===== config.mk =====
export PLATFORM = sky130hd
export DESIGN_NAME = crc32_direct_msb_checksum_unit
export DESIGN_NICKNAME = d
export VERILOG_FILES = /design/src/hw/rtl/crc32dm_pkg.sv /design/src/hw/rtl/crc32dm_step.sv /design/src/hw/rtl/crc32dm_out.sv /design/src/hw/rtl/crc32_direct_msb_checksum_unit.sv
export VERILOG_INCLUDE_DIRS = /design/src /design/src/hw/rtl
export SDC_FILE = /design/constraint.sdc
export NUM_CORES = 1
export LEC_CHECK = 0
export BUFFER_PORTS_ARGS = -buffer_cell sky130_fd_sc_hd__clkbuf_2
export CAP_MARGIN = 25
export CORE_MARGIN = 3
export CORE_UTILIZATION = 40
export CTS_CLUSTER_DIAMETER = 100
export DETAILED_ROUTE_END_ITERATION = 12
export HOLD_SLACK_MARGIN = 0.03
export SYNTH_ARGS = -nofsm -noshare
export SYNTH_HDL_FRONTEND = slang
export SYNTH_SLANG_ARGS = --single-unit

===== constraint.sdc =====
create_clock -name clock -period 7.1 [get_ports clock]
set_clock_uncertainty 0.15 [all_clocks]
set_input_delay 0.355 -clock clock [delete_from_list [all_inputs] [get_ports clock]]
set_output_delay 0.355 -clock clock [all_outputs]
set_load 0.005 [all_outputs]

===== src/hw/rtl/crc32_direct_msb_checksum_unit_assert.svh =====
// Assertion macros shared by the checksum unit RTL.
`ifndef CRC32_DIRECT_MSB_CHECKSUM_UNIT_ASSERT_SVH
`define CRC32_DIRECT_MSB_CHECKSUM_UNIT_ASSERT_SVH

// Same-cycle implication, disabled in reset.
`define CRC_ASSERT_NOW(label, clk, rst, ante, cons) \
   label: assert property (@(posedge clk) disable iff (rst) (ante) |-> (cons)) \
      else $error("assertion failed: same-cycle check");

// Next-cycle implication, disabled in reset.
`define CRC_ASSERT_NEXT(label, clk, rst, ante, cons) \
   label: assert property (@(posedge clk) disable iff (rst) (ante) |=> (cons)) \
      else $error("assertion failed: next-cycle check");

`endif


===== src/hw/rtl/crc32dm_pkg.sv =====
// Types, constants and CRC table function for the checksum unit.
`default_nettype none
package crc32dm_pkg;

   localparam int CRC_WIDTH = 32;
   localparam int BYTE_WIDTH = 8;
   localparam int COUNT_WIDTH = 3;
   localparam logic [CRC_WIDTH-1:0] CRC_POLY = 32'h04C11DB7;
   localparam logic [COUNT_WIDTH-1:0] LOAD_BYTES = 3'd4;

   typedef struct packed {
      logic [BYTE_WIDTH-1:0] data_byte;
      logic                  first_of_message;
      logic                  last_of_message;
   } item_type;

   typedef struct packed {
      logic                 valid;
      logic [CRC_WIDTH-1:0] checksum;
      logic                 too_short;
   } result_type;

   // Table entry for the MSB-first step: top byte pushed through 8 shifts.
   function automatic logic [CRC_WIDTH-1:0] table_entry(input logic [BYTE_WIDTH-1:0] idx);
      logic [CRC_WIDTH-1:0] v;
      v = {idx, {(CRC_WIDTH-BYTE_WIDTH){1'b0}}};
      for (int k = 0; k < BYTE_WIDTH; k++) begin
         if (v[CRC_WIDTH-1]) begin
            v = {v[CRC_WIDTH-2:0], 1'b0} ^ CRC_POLY;
         end else begin
            v = {v[CRC_WIDTH-2:0], 1'b0};
         end
      end
      return v;
   endfunction

endpackage
`default_nettype wire


===== src/hw/rtl/crc32dm_step.sv =====
// CRC state registers and the one-byte update step.
`default_nettype none
module crc32dm_step (
   input  logic                    clock,
   input  logic                    reset,
   input  logic                    item_fire,
   input  crc32dm_pkg::item_type   item,
   output crc32dm_pkg::result_type result
);
   import crc32dm_pkg::*;

   logic [CRC_WIDTH-1:0]   crc_ff, crc_in;
   logic [COUNT_WIDTH-1:0] bytes_seen_ff, bytes_seen_in;

   logic [CRC_WIDTH-1:0]   crc_base;
   logic [COUNT_WIDTH-1:0] cnt_base;
   logic [CRC_WIDTH-1:0]   shifted;
   logic [CRC_WIDTH-1:0]   crc_step;
   logic [COUNT_WIDTH-1:0] cnt_step;
   logic                   short_msg;

   always_comb begin
      // first flag drops any message in progress
      crc_base = item.first_of_message ? '0 : crc_ff;
      cnt_base = item.first_of_message ? '0 : bytes_seen_ff;
      shifted  = {crc_base[CRC_WIDTH-BYTE_WIDTH-1:0], item.data_byte};

      if (cnt_base < LOAD_BYTES) begin
         cnt_step = cnt_base + COUNT_WIDTH'(1);
         crc_step = (cnt_step == LOAD_BYTES) ? ~shifted : shifted;
      end else begin
         cnt_step = cnt_base;
         crc_step = table_entry(crc_base[CRC_WIDTH-1 -: BYTE_WIDTH]) ^ shifted;
      end

      short_msg = (cnt_step < LOAD_BYTES);

      result.valid     = item_fire && item.last_of_message;
      result.too_short = short_msg;
      result.checksum  = short_msg ? '0 : ~crc_step;

      crc_in        = crc_ff;
      bytes_seen_in = bytes_seen_ff;
      if (item_fire) begin
         if (item.last_of_message) begin
            crc_in        = '0;
            bytes_seen_in = '0;
         end else begin
            crc_in        = crc_step;
            bytes_seen_in = cnt_step;
         end
      end
   end

   always_ff @(posedge clock) begin
      if (reset) begin
         crc_ff        <= '0;
         bytes_seen_ff <= '0;
      end else begin
         crc_ff        <= crc_in;
         bytes_seen_ff <= bytes_seen_in;
      end
   end

`include "crc32_direct_msb_checksum_unit_assert.svh"

   `CRC_ASSERT_NEXT(a_clear_after_last, clock, reset, item_fire && item.last_of_message, crc_ff == '0 && bytes_seen_ff == '0)
   `CRC_ASSERT_NOW(a_short_is_zero, clock, reset, result.valid && result.too_short, result.checksum == '0)
   `CRC_ASSERT_NEXT(a_load_counts, clock, reset, item_fire && !item.first_of_message && !item.last_of_message && bytes_seen_ff < LOAD_BYTES, bytes_seen_ff == $past(bytes_seen_ff) + COUNT_WIDTH'(1))
   `CRC_ASSERT_NOW(a_count_saturates, clock, reset, 1'b1, bytes_seen_ff <= LOAD_BYTES)

endmodule
`default_nettype wire


===== src/hw/rtl/crc32dm_out.sv =====
// Result output register for the checksum unit.
`default_nettype none
module crc32dm_out (
   input  logic                    clock,
   input  logic                    reset,
   input  crc32dm_pkg::result_type result,
   output logic                    out_free,
   output logic                    rsp_tvalid,
   input  logic                    rsp_tready,
   output logic [31:0]             rsp_tdata,
   output logic                    rsp_tuser
);
   import crc32dm_pkg::*;

   logic                 valid_ff, valid_in;
   logic [CRC_WIDTH-1:0] checksum_ff, checksum_in;
   logic                 short_ff, short_in;

   always_comb begin
      out_free    = !valid_ff || rsp_tready;
      valid_in    = result.valid ? 1'b1 : (rsp_tready ? 1'b0 : valid_ff);
      checksum_in = result.valid ? result.checksum : checksum_ff;
      short_in    = result.valid ? result.too_short : short_ff;
   end

   always_ff @(posedge clock) begin
      if (reset) begin
         valid_ff <= 1'b0;
      end else begin
         valid_ff <= valid_in;
      end
      checksum_ff <= checksum_in;
      short_ff    <= short_in;
   end

   assign rsp_tvalid = valid_ff;
   assign rsp_tdata  = checksum_ff;
   assign rsp_tuser  = short_ff;

endmodule
`default_nettype wire


===== src/hw/rtl/crc32_direct_msb_checksum_unit.sv =====
// Top level of the streaming CRC-32 (poly 04C11DB7, MSB first) checksum unit.
//
//  channel  dir  word                      handshake
//  req_     in   data byte + first + last  req_tvalid / req_tready
//  rsp_     out  checksum + too_short      rsp_tvalid / rsp_tready
//
// One byte per cycle sustained unless a final byte waits for the result register:
// input register -> step logic -> result register, which drives rsp_tvalid.
// The first four bytes of a message are shifted in directly, then inverted.
// Later byte steps are one table lookup (eight XOR shifts on the top byte) and an XOR.
// Reset clears the CRC register, byte count and both valid flags.
// Non-final bytes never wait in the input register; a final byte waits there only
// while the result register holds an untaken word.
`default_nettype none
module crc32_direct_msb_checksum_unit (
   input  logic        clock,
   input  logic        reset,
   // input stream
   input  logic        req_tvalid,
   output logic        req_tready,
   input  logic [7:0]  req_tdata,   // [7:0] data_byte
   input  logic        req_tuser,   // [0] first_of_message
   input  logic        req_tlast,   // last_of_message
   // result stream
   output logic        rsp_tvalid,
   input  logic        rsp_tready,
   output logic [31:0] rsp_tdata,   // [31:0] checksum
   output logic        rsp_tuser    // [0] too_short
);
   import crc32dm_pkg::*;

   // input register
   logic     s1_valid_ff, s1_valid_in;
   item_type s1_item_ff, s1_item_in;

   logic       req_fire;
   logic       s1_go;
   logic       out_free;
   result_type result;

   always_comb begin
      // a final byte needs room in the result register
      s1_go      = s1_valid_ff && (!s1_item_ff.last_of_message || out_free);
      req_tready = !s1_valid_ff || s1_go;
      req_fire   = req_tvalid && req_tready;

      s1_valid_in = req_fire ? 1'b1 : (s1_go ? 1'b0 : s1_valid_ff);
      s1_item_in  = s1_item_ff;
      if (req_fire) begin
         s1_item_in.data_byte        = req_tdata;
         s1_item_in.first_of_message = req_tuser;
         s1_item_in.last_of_message  = req_tlast;
      end
   end

   always_ff @(posedge clock) begin
      if (reset) begin
         s1_valid_ff <= 1'b0;
      end else begin
         s1_valid_ff <= s1_valid_in;
      end
      s1_item_ff <= s1_item_in;
   end

   crc32dm_step u_step (
      .clock     (clock),
      .reset     (reset),
      .item_fire (s1_go),
      .item      (s1_item_ff),
      .result    (result)
   );

   crc32dm_out u_out (
      .clock      (clock),
      .reset      (reset),
      .result     (result),
      .out_free   (out_free),
      .rsp_tvalid (rsp_tvalid),
      .rsp_tready (rsp_tready),
      .rsp_tdata  (rsp_tdata),
      .rsp_tuser  (rsp_tuser)
   );

`include "crc32_direct_msb_checksum_unit_assert.svh"

   `CRC_ASSERT_NOW(a_no_overwrite_in, clock, reset, s1_valid_ff && !s1_go, !req_tready)
   `CRC_ASSERT_NOW(a_no_result_drop, clock, reset, result.valid, out_free)
   `CRC_ASSERT_NEXT(a_result_follows, clock, reset, result.valid, rsp_tvalid)

endmodule
`default_nettype wire

Word level (Yosys, flattened, before mapping)
Cells that the tools add are included.

Bits in registers: 80. Bits of input ports: 14. Output and inout port bits: 35. Word-level logic and storage cells: 62.

$add $sub $neg: 1. Order comparisons: 2. Equality and inequality tests: 1. Muxes and demuxes: 27. Bitwise gates (word level): 11. Reduce and logical (&&, ||, !) cells: 11.

Operators by type and width (number): $mux W32 (12); $mux W27 (8); $not A14 Y14 (8); $not A32 Y32 (2); $xor A32 B32 Y32 (1); $mux W3 (3); $lt A3 B3 Y1 const B (2); $mux W1 (4); $reduce_bool A2 Y1 (2); $add A3 B1 Y3 const B (1); $eq A3 B3 Y1 const B (1); $logic_and A1 B1 Y1 (3); $logic_not A1 Y1 (3); $logic_or A1 B1 Y1 (3).

Depth between registers and ports, before layout
Gate-level depths: netlist of run 1.

Depth after elaboration: 28. Gate-level depth with buffers: 12.

Modules after synthesis
From an unflattened synthesis of run 1, not the netlist that was laid out.

Cells, all modules: 422. Area, all modules: 4429.2 um^2.

Modules (own cells, without submodules): crc32dm_step (times used 1, cells an instance 368, area an instance 3019.1 um^2, seq. area each 700.7 um^2); crc32dm_out (times used 1, cells an instance 37, area an instance 1037.2 um^2, seq. area each 1011.0 um^2); crc32_direct_msb_checksum_unit (times used 1, cells an instance 17, area an instance 372.9 um^2, seq. area each 320.3 um^2).

Worst setup path after synthesis of run 1
Ideal clock, no wire load.

Path type: reg-to-reg. From: register s1_item_ff[0] (netlist name). To: register u_out.checksum_ff[0] (netlist: u_out.rsp_tdata[0]) (enable). Setup time: 0.423 ns. Arrival time: 2.377 ns. Required time: 6.527 ns. Setup slack: 4.150 ns. Stages on the path, launching flop included: 6. Cell sequence: edfxtp_1 -> buf_2 -> nand3b_1 -> nand2_1 -> clkbuf_1 -> nor2_1.

Longest elaborated chain between the ends: 4.

Ends and longest elaborated chain: start: declaration (line crc32_direct_msb_checksum_unit.sv:34) `item_type s1_item_ff, s1_item_in;`; start signal: assignment (line crc32_direct_msb_checksum_unit.sv:62) `s1_item_ff <= s1_item_in;`; $logic_not A1 Y1 (line crc32_direct_msb_checksum_unit.sv:43) `s1_go = s1_valid_ff && (!s1_item_ff.last_of_message || out_free);`; $logic_or A1 B1 Y1 (line crc32_direct_msb_checksum_unit.sv:43); $logic_and A1 B1 Y1 (line crc32_direct_msb_checksum_unit.sv:43); $logic_and A1 B1 Y1 (*) (line crc32dm_step.sv:38) `result.valid = item_fire && item.last_of_message;`; end signal: assignment (line crc32dm_out.sv:32) `checksum_ff <= checksum_in;`; end: declaration (line crc32dm_out.sv:16) `logic [CRC_WIDTH-1:0] checksum_ff, checksum_in;`.

Mark *: on every way between the ends. The rest lies on a longest branch, timed or not. A chain may end at the register's enable or synchronous reset.

Final worst setup path of run 1
From: register s1_item_ff[1] (netlist name). To: register u_step.crc_ff[23].

Longest elaborated chain between the ends: 22.

Ends and longest elaborated chain: $mux W32 (line crc32dm_step.sv:24) `crc_base = item.first_of_message ? '0 : crc_ff;`; $mux W27 (line crc32dm_pkg.sv:28) `if (v[CRC_WIDTH-1]) begin`; $mux W32 (line crc32dm_step.sv:28) `if (cnt_base < LOAD_BYTES) begin`; $mux W27 (line crc32dm_pkg.sv:28); $mux W32 (line crc32dm_step.sv:28); $mux W27 (line crc32dm_pkg.sv:28); $mux W32 (line crc32dm_step.sv:28); $mux W27 (line crc32dm_pkg.sv:28); [6 not listed]; $mux W27 (line crc32dm_pkg.sv:28); $mux W32 (line crc32dm_step.sv:28); $not A14 Y14 (no source line); $mux W27 (line crc32dm_pkg.sv:28); $mux W32 (line crc32dm_step.sv:28); $xor A32 B32 Y32 (line crc32dm_step.sv:33) `crc_step = table_entry(crc_base[CRC_WIDTH-1 -: BYTE_WIDTH]) ^ shifted;`; $mux W32 (*) (line crc32dm_step.sv:28); $mux W32 (*) (line crc32dm_step.sv:45) `if (item.last_of_message) begin`; end signal: assignment (line crc32dm_step.sv:60) `crc_ff <= crc_in;`; end: declaration (line crc32dm_step.sv:12) `logic [CRC_WIDTH-1:0] crc_ff, crc_in;`.

Mark *: on every way between the ends. The rest lies on a longest branch, timed or not. The select of a mux whose other input is x is not followed.

==> results.toml, run 1 <==
[grt]
grt_first_pass_wirelength_mm = 17.8
grt_usage = 0.182
antenna_found_initial = 0
overflow = 0
grt_pass1_vias = 3311
grt_max_degree = 49

[finish]
antennaDiodeCount = 0
final_cell_mix = "nor2_1, clkbuf_2, edfxtp_1, dfxtp_1, xnor2_1"
mostFrequentLayoutCell = "nor2_1"
multi_input_area_um2 = 2200
seq_area_um2 = 2030
drive_above_1_share = 0.183
area_growth_pct = 14.8
stdcell_count = 607
final_nets = 483
fillers = 985

[sta]
min_period_ns = 3.06
worst_pin_slew_ns = 0.816
tns_ns = 0
rsz0062_at_grt = "no"
hold_violations = 0
setup_viol = 0
timing.slew.headroom = 0.455
fmax_mhz = 327
post-route-period-util = 0.431
slew_viol_final = 0

[clock_tree]
cts_tree = "done"
cts_buffer_depth = 2
cts_made_buffers = 9
htreeDepth = 3
cts_root_buf = "clkbuf_8"
cts.sinks = 80
clk_pin_slew_ns = 0.09
cts-resized-gates = 0
worstSkewPairLatency_ns = 0.35

[drt]
viasPerCell = 5.62
routedWlPerCell_um = 18.3
route.met3.wl_um = 782
wl_met2_mm = 5.19
routed_wl_mm = 11.1
drtIter0Drc = 198
route.detailed.drc = 0
ant_nets = 0
maxUsedRoutingLayer = "met4"
num_vias = 3414
drt-met1-wl_mm = 4.84
first_pass_iters = 5

[logic_synthesis]
syn_area_um2 = 4420
synthArstFlopShare = 0
synthesis.instances = 425
synthesis.yosys.warnings = 0
ys_ff_latch = 80
synth_enable_flop_cells = 43
synth-seq-area-share = 0.460
yosysUniqueCellTypes = 59
synthFlopType = "edfxtp_1"
avgSynthCellArea_um2 = 10.4
synth_nets = 442

[critical_path]
startpoint_type = "register"
crit_fanout = 32
critPathArrivalTime_ns = 3.17
required_ns = 7.21
cp_slowest_cell = "inv_2"
crit_chain = "buf_4 > nor2_2 > inv_2 > ha_1 > buf_4 > nor2b_1 > nor2_1 > o211ai_1 > o311ai_0 > a22o_1"
cp_top_family = "buffers and inverters"
max_stage_delay_ns = 0.39
end_kind = "register"
crit_type = "register to register"
worst_path_most_repeated_cell = "buf_4"
cp.buffers_inverters = 3

[die]
initial_utilization = 0.419
coreArea_um2 = 10600
fp.dieW_um = 111
die_height_um = 111
pin_count = 49
die-area_um2 = 12300
rows = 37

[power]
powerDensity_nw_per_um2 = 183
leakage_nw = 1.91
ir_worst_vdd_mv = 0.0891

[placed_design]
place_congestion = 0.843
hpwl_mm = 7.28
place_inst = 580
port_buffers = 48

[run]
cap_viol_max_count = 0

[hold_path]
hold_path.class = "input port to register"

[status]
status = "finished clean"
[stage by stage]
step           worst slack, ns  utilization  hold slack (ns)  cell area (um2)  power [mW]
5_1_grt                   3.82        0.481            0.104             5070       0.963
3_5_place_dp              4.07        0.447            0.318             4720       0.558
6_report                  4.04        0.481           0.0882             5070       0.928
3_3_place_gp              4.07        0.447            0.307             4720       0.557
4_1_cts                   4.07        0.478           0.0814             5050       0.935
2_1_floorplan             4.15            -            0.284             4420       0.538
[path summary, 6_finish.rpt]
check / to / slack (ns) / from / cells past startpoint
hold / removal: s1_valid_ff / 0.09 / req_tvalid / 3
setup reg to reg: u_step.crc_ff[23] / 4.04 / s1_item_ff[1] / 10
setup / recovery: u_step.crc_ff[23] / 4.04 / s1_item_ff[1] / 10
hold reg to reg: u_step.bytes_seen_ff[1] / 0.33 / u_step.bytes_seen_ff[1] / 2
[sequential cells by signal, summed over array words and instances (netlist names)]
signal,flops
s1_item_ff,10
u_out.rsp_tdata,32
s1_valid_ff,1
u_out.rsp_tuser,1
u_step.crc_ff,32
u_step.bytes_seen_ff,3
u_out.rsp_tvalid,1
[kinds of logic after synthesis]
group / count (synthesis) / synth area share
flip-flops: 80 / 0.460
multiplexers: 6 / 0.0136
AND/OR/NAND/NOR: 122 / 0.129
XOR/XNOR: 62 / 0.174
adder cells (fa/ha/maj): 3 / 0.00849
buffers and inverters: 44 / 0.0459
AO/OA/AOI/OAI: 108 / 0.170
[cells in the mapped netlist (2+ instances only)]
library cell  instances  share of area
xnor3_1               7          0.036
buf_1                 4         0.0034
inv_1                 6         0.0051
o221ai_1              2         0.0040
a311oi_1              4         0.0079
a31oi_1               7         0.0099
and2_1                2         0.0028
a22o_1               18          0.036
nor2b_1              10          0.014
nand3b_1              2         0.0034
xor3_1                2          0.011
xnor2_2               2         0.0074
clkbuf_1             19          0.016
nor4bb_1              2         0.0045
buf_4                 6          0.010
and3_1                2         0.0028
mux2i_1               6          0.014
o21ai_1               6         0.0068
o311ai_0              3         0.0059
nand2b_1              3         0.0042
xor2_1               22          0.044
a31o_2                2         0.0040
o211ai_1              2         0.0034
buf_2                 6         0.0068
nand4_1               3         0.0042
a221o_1               4         0.0091
nand2_1              18          0.015
dfxtp_1              37           0.17
a32oi_1               2         0.0040
inv_2                 2         0.0017
nor3_1               17          0.019
nor2_1               54          0.046
a21oi_1              18          0.020
o21ai_0              23          0.026
ha_1                  3         0.0085
xnor2_1              24          0.048
a22oi_1               6          0.010
nand3_1               4         0.0045
edfxtp_1             43           0.29
xnor2_4               3          0.019
[routing by layer]
metal	up-vias	track usage
li1	1617	-
met3	22	0.0437
met4	0	0.0697
met2	163	0.293
met5	-	0
met1	1612	0.237
[worst register-to-register path: stages (launching register included)]
cell	delay (ns)
edfxtp_1	0.33
buf_4	0.29
nor2_2	0.10
inv_2	0.39
ha_1	0.23
buf_4	0.33
nor2b_1	0.38
nor2_1	0.16
o211ai_1	0.13
o311ai_0	0.24
a22o_1	0.25
[repair_timing]
action                                 CTS  global route
hold buffers                            10             0
endpoints found under the hold margin   10             0
buffers inserted                         0             0
[area by class of cell]
type	count	share of cell area
multi-input combinational	301	0.433
sequential	80	0.400
timing repair buffer	66	0.0828
clock buffer	12	0.0350
tap	136	0.0335
clock inverter	4	0.00937
inverter	8	0.00592
[power by group]
| group | total [mW] | internal [mW] | switching (mW) |
|---|---|---|---|
| clock | 0.375 | 0.204 | 0.171 |
| combinational | 0.0489 | 0.0207 | 0.0282 |
| sequential | 0.504 | 0.497 | 0.00759 |
| total | 0.928 | 0.722 | 0.207 |
Power figures use the tool's default switching activity.
==> run 2, diff against run 1 <==
--- a/config.mk
+++ b/config.mk
@@ -6,6 +6,7 @@
 export SDC_FILE = /design/constraint.sdc
 export NUM_CORES = 1
 export LEC_CHECK = 0
+export ABC_AREA = 1
 export BUFFER_PORTS_ARGS = -buffer_cell sky130_fd_sc_hd__clkbuf_2
 export CAP_MARGIN = 25
 export CORE_MARGIN = 3
==> constraint.sdc (replaced) <==
create_clock -name clock -period 2.5 [get_ports clock]
set_clock_uncertainty 0.15 [all_clocks]
set_input_delay 0.125 -clock clock [delete_from_list [all_inputs] [get_ports clock]]
set_output_delay 0.125 -clock clock [all_outputs]
set_load 0.005 [all_outputs]
==> results.toml, run 2 <==
[logic_synthesis]
synthesis.yosys.warnings = 0
synthFlopType = "edfxtp_1"
avgSynthCellArea_um2 = 7.66
syn_area_um2 = 4290
yosysTopAreaCellShare = 0.301
yosys-top-cells-area = "edfxtp_1, nand2_1, dfxtp_1, nand3_1, a21oi_1"
synth-seq-area-share = 0.474
synth.most_common_cell = "nand2_1"
synth_enable_flop_cells = 43
synth_top_cell_by_area = "edfxtp_1"
synthArstFlopShare = 0
yosysUniqueCellTypes = 26
netlist_top_cells_count = "nand2_1, nand3_1, a21oi_1"
synthesis.instances = 560
synth_nets = 577
ys_ff_latch = 80

[hold_path]
hold_path.class = "input port to register"

[sta]
timing.slew.headroom = 0.551
post-route-period-util = 0.928
hold_violations = 0
min_period_ns = 2.32
setup_slack_ns = 0.180
worst_pin_slew_ns = 0.673
whs_ns = 0.244
setup_viol = 0
slew_viol_final = 0
tns_ns = 0
fmax_mhz = 431

[drt]
drtIter0Drc = 189
num_vias = 3893
route.detailed.drc = 0
viasPerCell = 5.04
ant_nets = 0
first_pass_iters = 5
routedWlPerCell_um = 15.4
routed_wl_mm = 11.9

[grt]
grt_util_met3 = 0.0452
grt_usage = 0.214
grt_pass1_vias = 3764
antenna_found_initial = 0
grt_max_degree = 36
top_usage_layer = "met2"
grt_util_met2 = 0.333
grtUsageMet1 = 0.290
grt_first_pass_wirelength_mm = 19.3
overflow = 0

[finish]
drive_above_1_share = 0.165
stdcell_count = 773
mostFrequentLayoutCell = "nand2_1"
final_nets = 649
fin_util = 0.498
antennaDiodeCount = 0
design_area_um2 = 5160
area_growth_pct = 20.4
final_cell_mix = "nand2_1, nand3_1, a21oi_1, clkbuf_2, edfxtp_1"

[critical_path]
crit_fanout = 7
worst_path_most_repeated_cell = "nand2_1"
crit_type = "register to register"
required_ns = 2.46
critPathArrivalTime_ns = 2.28
cp.buffers_inverters = 3
startpoint_type = "register"
max_stage_delay_ns = 0.44
crit_chain = "inv_2 > buf_12 > nand2_1 > buf_4 > nand2_1 > nand2_1 > nand2_1 > nand2_1 > nor2_1 > nor2_1 > nand3_1 > nand2_1 > nand2_1 > a21oi_1"
end_kind = "register"
cp_top_family = "simple AND/OR/NAND/NOR gates"
cp_slowest_cell = "edfxtp_1"

[placed_design]
dp_slack_ns = 0.0915
port_buffers = 48
hpwl_mm = 8.51
postPlaceCellArea_um2 = 4790
place_inst = 742
place_congestion = 0.941

[clock_tree]
cts.sinks = 80
cts_buffer_depth = 2
htreeDepth = 3
cts_tree = "done"
cts_root_buf = "clkbuf_8"
cts_made_buffers = 9
worstSkewPairLatency_ns = 0.37
clk_pin_slew_ns = 0.09

[die]
initial_utilization = 0.413
fp.dieW_um = 110
die_height_um = 110
die-area_um2 = 12000
pin_count = 49
rows = 37
coreArea_um2 = 10400

[status]
status = "finished clean"

[run]
cap_viol_max_count = 0

[power]
powerDensity_nw_per_um2 = 514
power_mw = 2.65
leakage_nw = 2.13
ir_worst_vdd_mv = 0.212
## run 2: final cells by class
| class | count | area [um2] |
|---|---|---|
| multi-input combinational | 420 | 2020 |
| clock buffer | 10 | 138 |
| sequential | 80 | 2030 |
| inverter | 35 | 131 |
| tap | 136 | 170 |
| clock inverter | 6 | 82.6 |
| fill | 1038 | 5210 |
| timing repair buffer | 86 | 583 |
## run 2: worst paths after layout
check / to / cells past startpoint / slack, ns / start
worst max-delay path: u_out.rsp_tdata[15] / 14 / 0.18 / s1_item_ff[1]
worst min register to register: u_step.crc_ff[10] / 2 / 0.32 / u_step.crc_ff[10]
worst max register to register: u_out.rsp_tdata[15] / 14 / 0.18 / s1_item_ff[1]
worst min-delay path: u_step.crc_ff[16] / 2 / 0.24 / reset
## run 2: worst register-to-register path, delay by kind of cell (launching register included)
kind / cells / cell delay [ns]
simple gates: 10 / 0.92
buf+inv: 3 / 0.46
flops: 1 / 0.44
compound gates: 1 / 0.07
## run 2: cells by family (layout without fill, tap and decap cells)
logic type,count (synthesis),after routing,synth area share
AO/OA/AOI/OAI,72,72,0.0872
XOR/XNOR,37,37,0.0788
adder cells (fa/ha/maj),3,3,0.00875
buffers and inverters,60,137,0.0557
flip-flops,80,80,0.474
AND/OR/NAND/NOR,308,308,0.296
## run 2: power breakdown
part           leakage, nW  internal, mW  switching [mW]  total (mW)
combinational         1.34        0.0635          0.0863       0.150
clock                0.114         0.585           0.492        1.08
sequential           0.677          1.41          0.0152        1.43
total                 2.13          2.06           0.593        2.65
## run 2: timing repair
action | CTS | global route
gates resized for setup | 0 | 2
setup buffers | 0 | 2
setup endpoints to repair | 0 | 33
hold endpoints to repair | 12 | 0
hold buffers | 13 | 0
## run 2: routing by layer
layer / wire length (um) / vias to the layer above / share of wire
li1: - / 1962 / -
met1: 5680 / 1814 / 0.48
met2: 5380 / 98 / 0.45
met5: 0 / - / 0
met4: 245 / 0 / 0.021
met3: 600 / 19 / 0.050
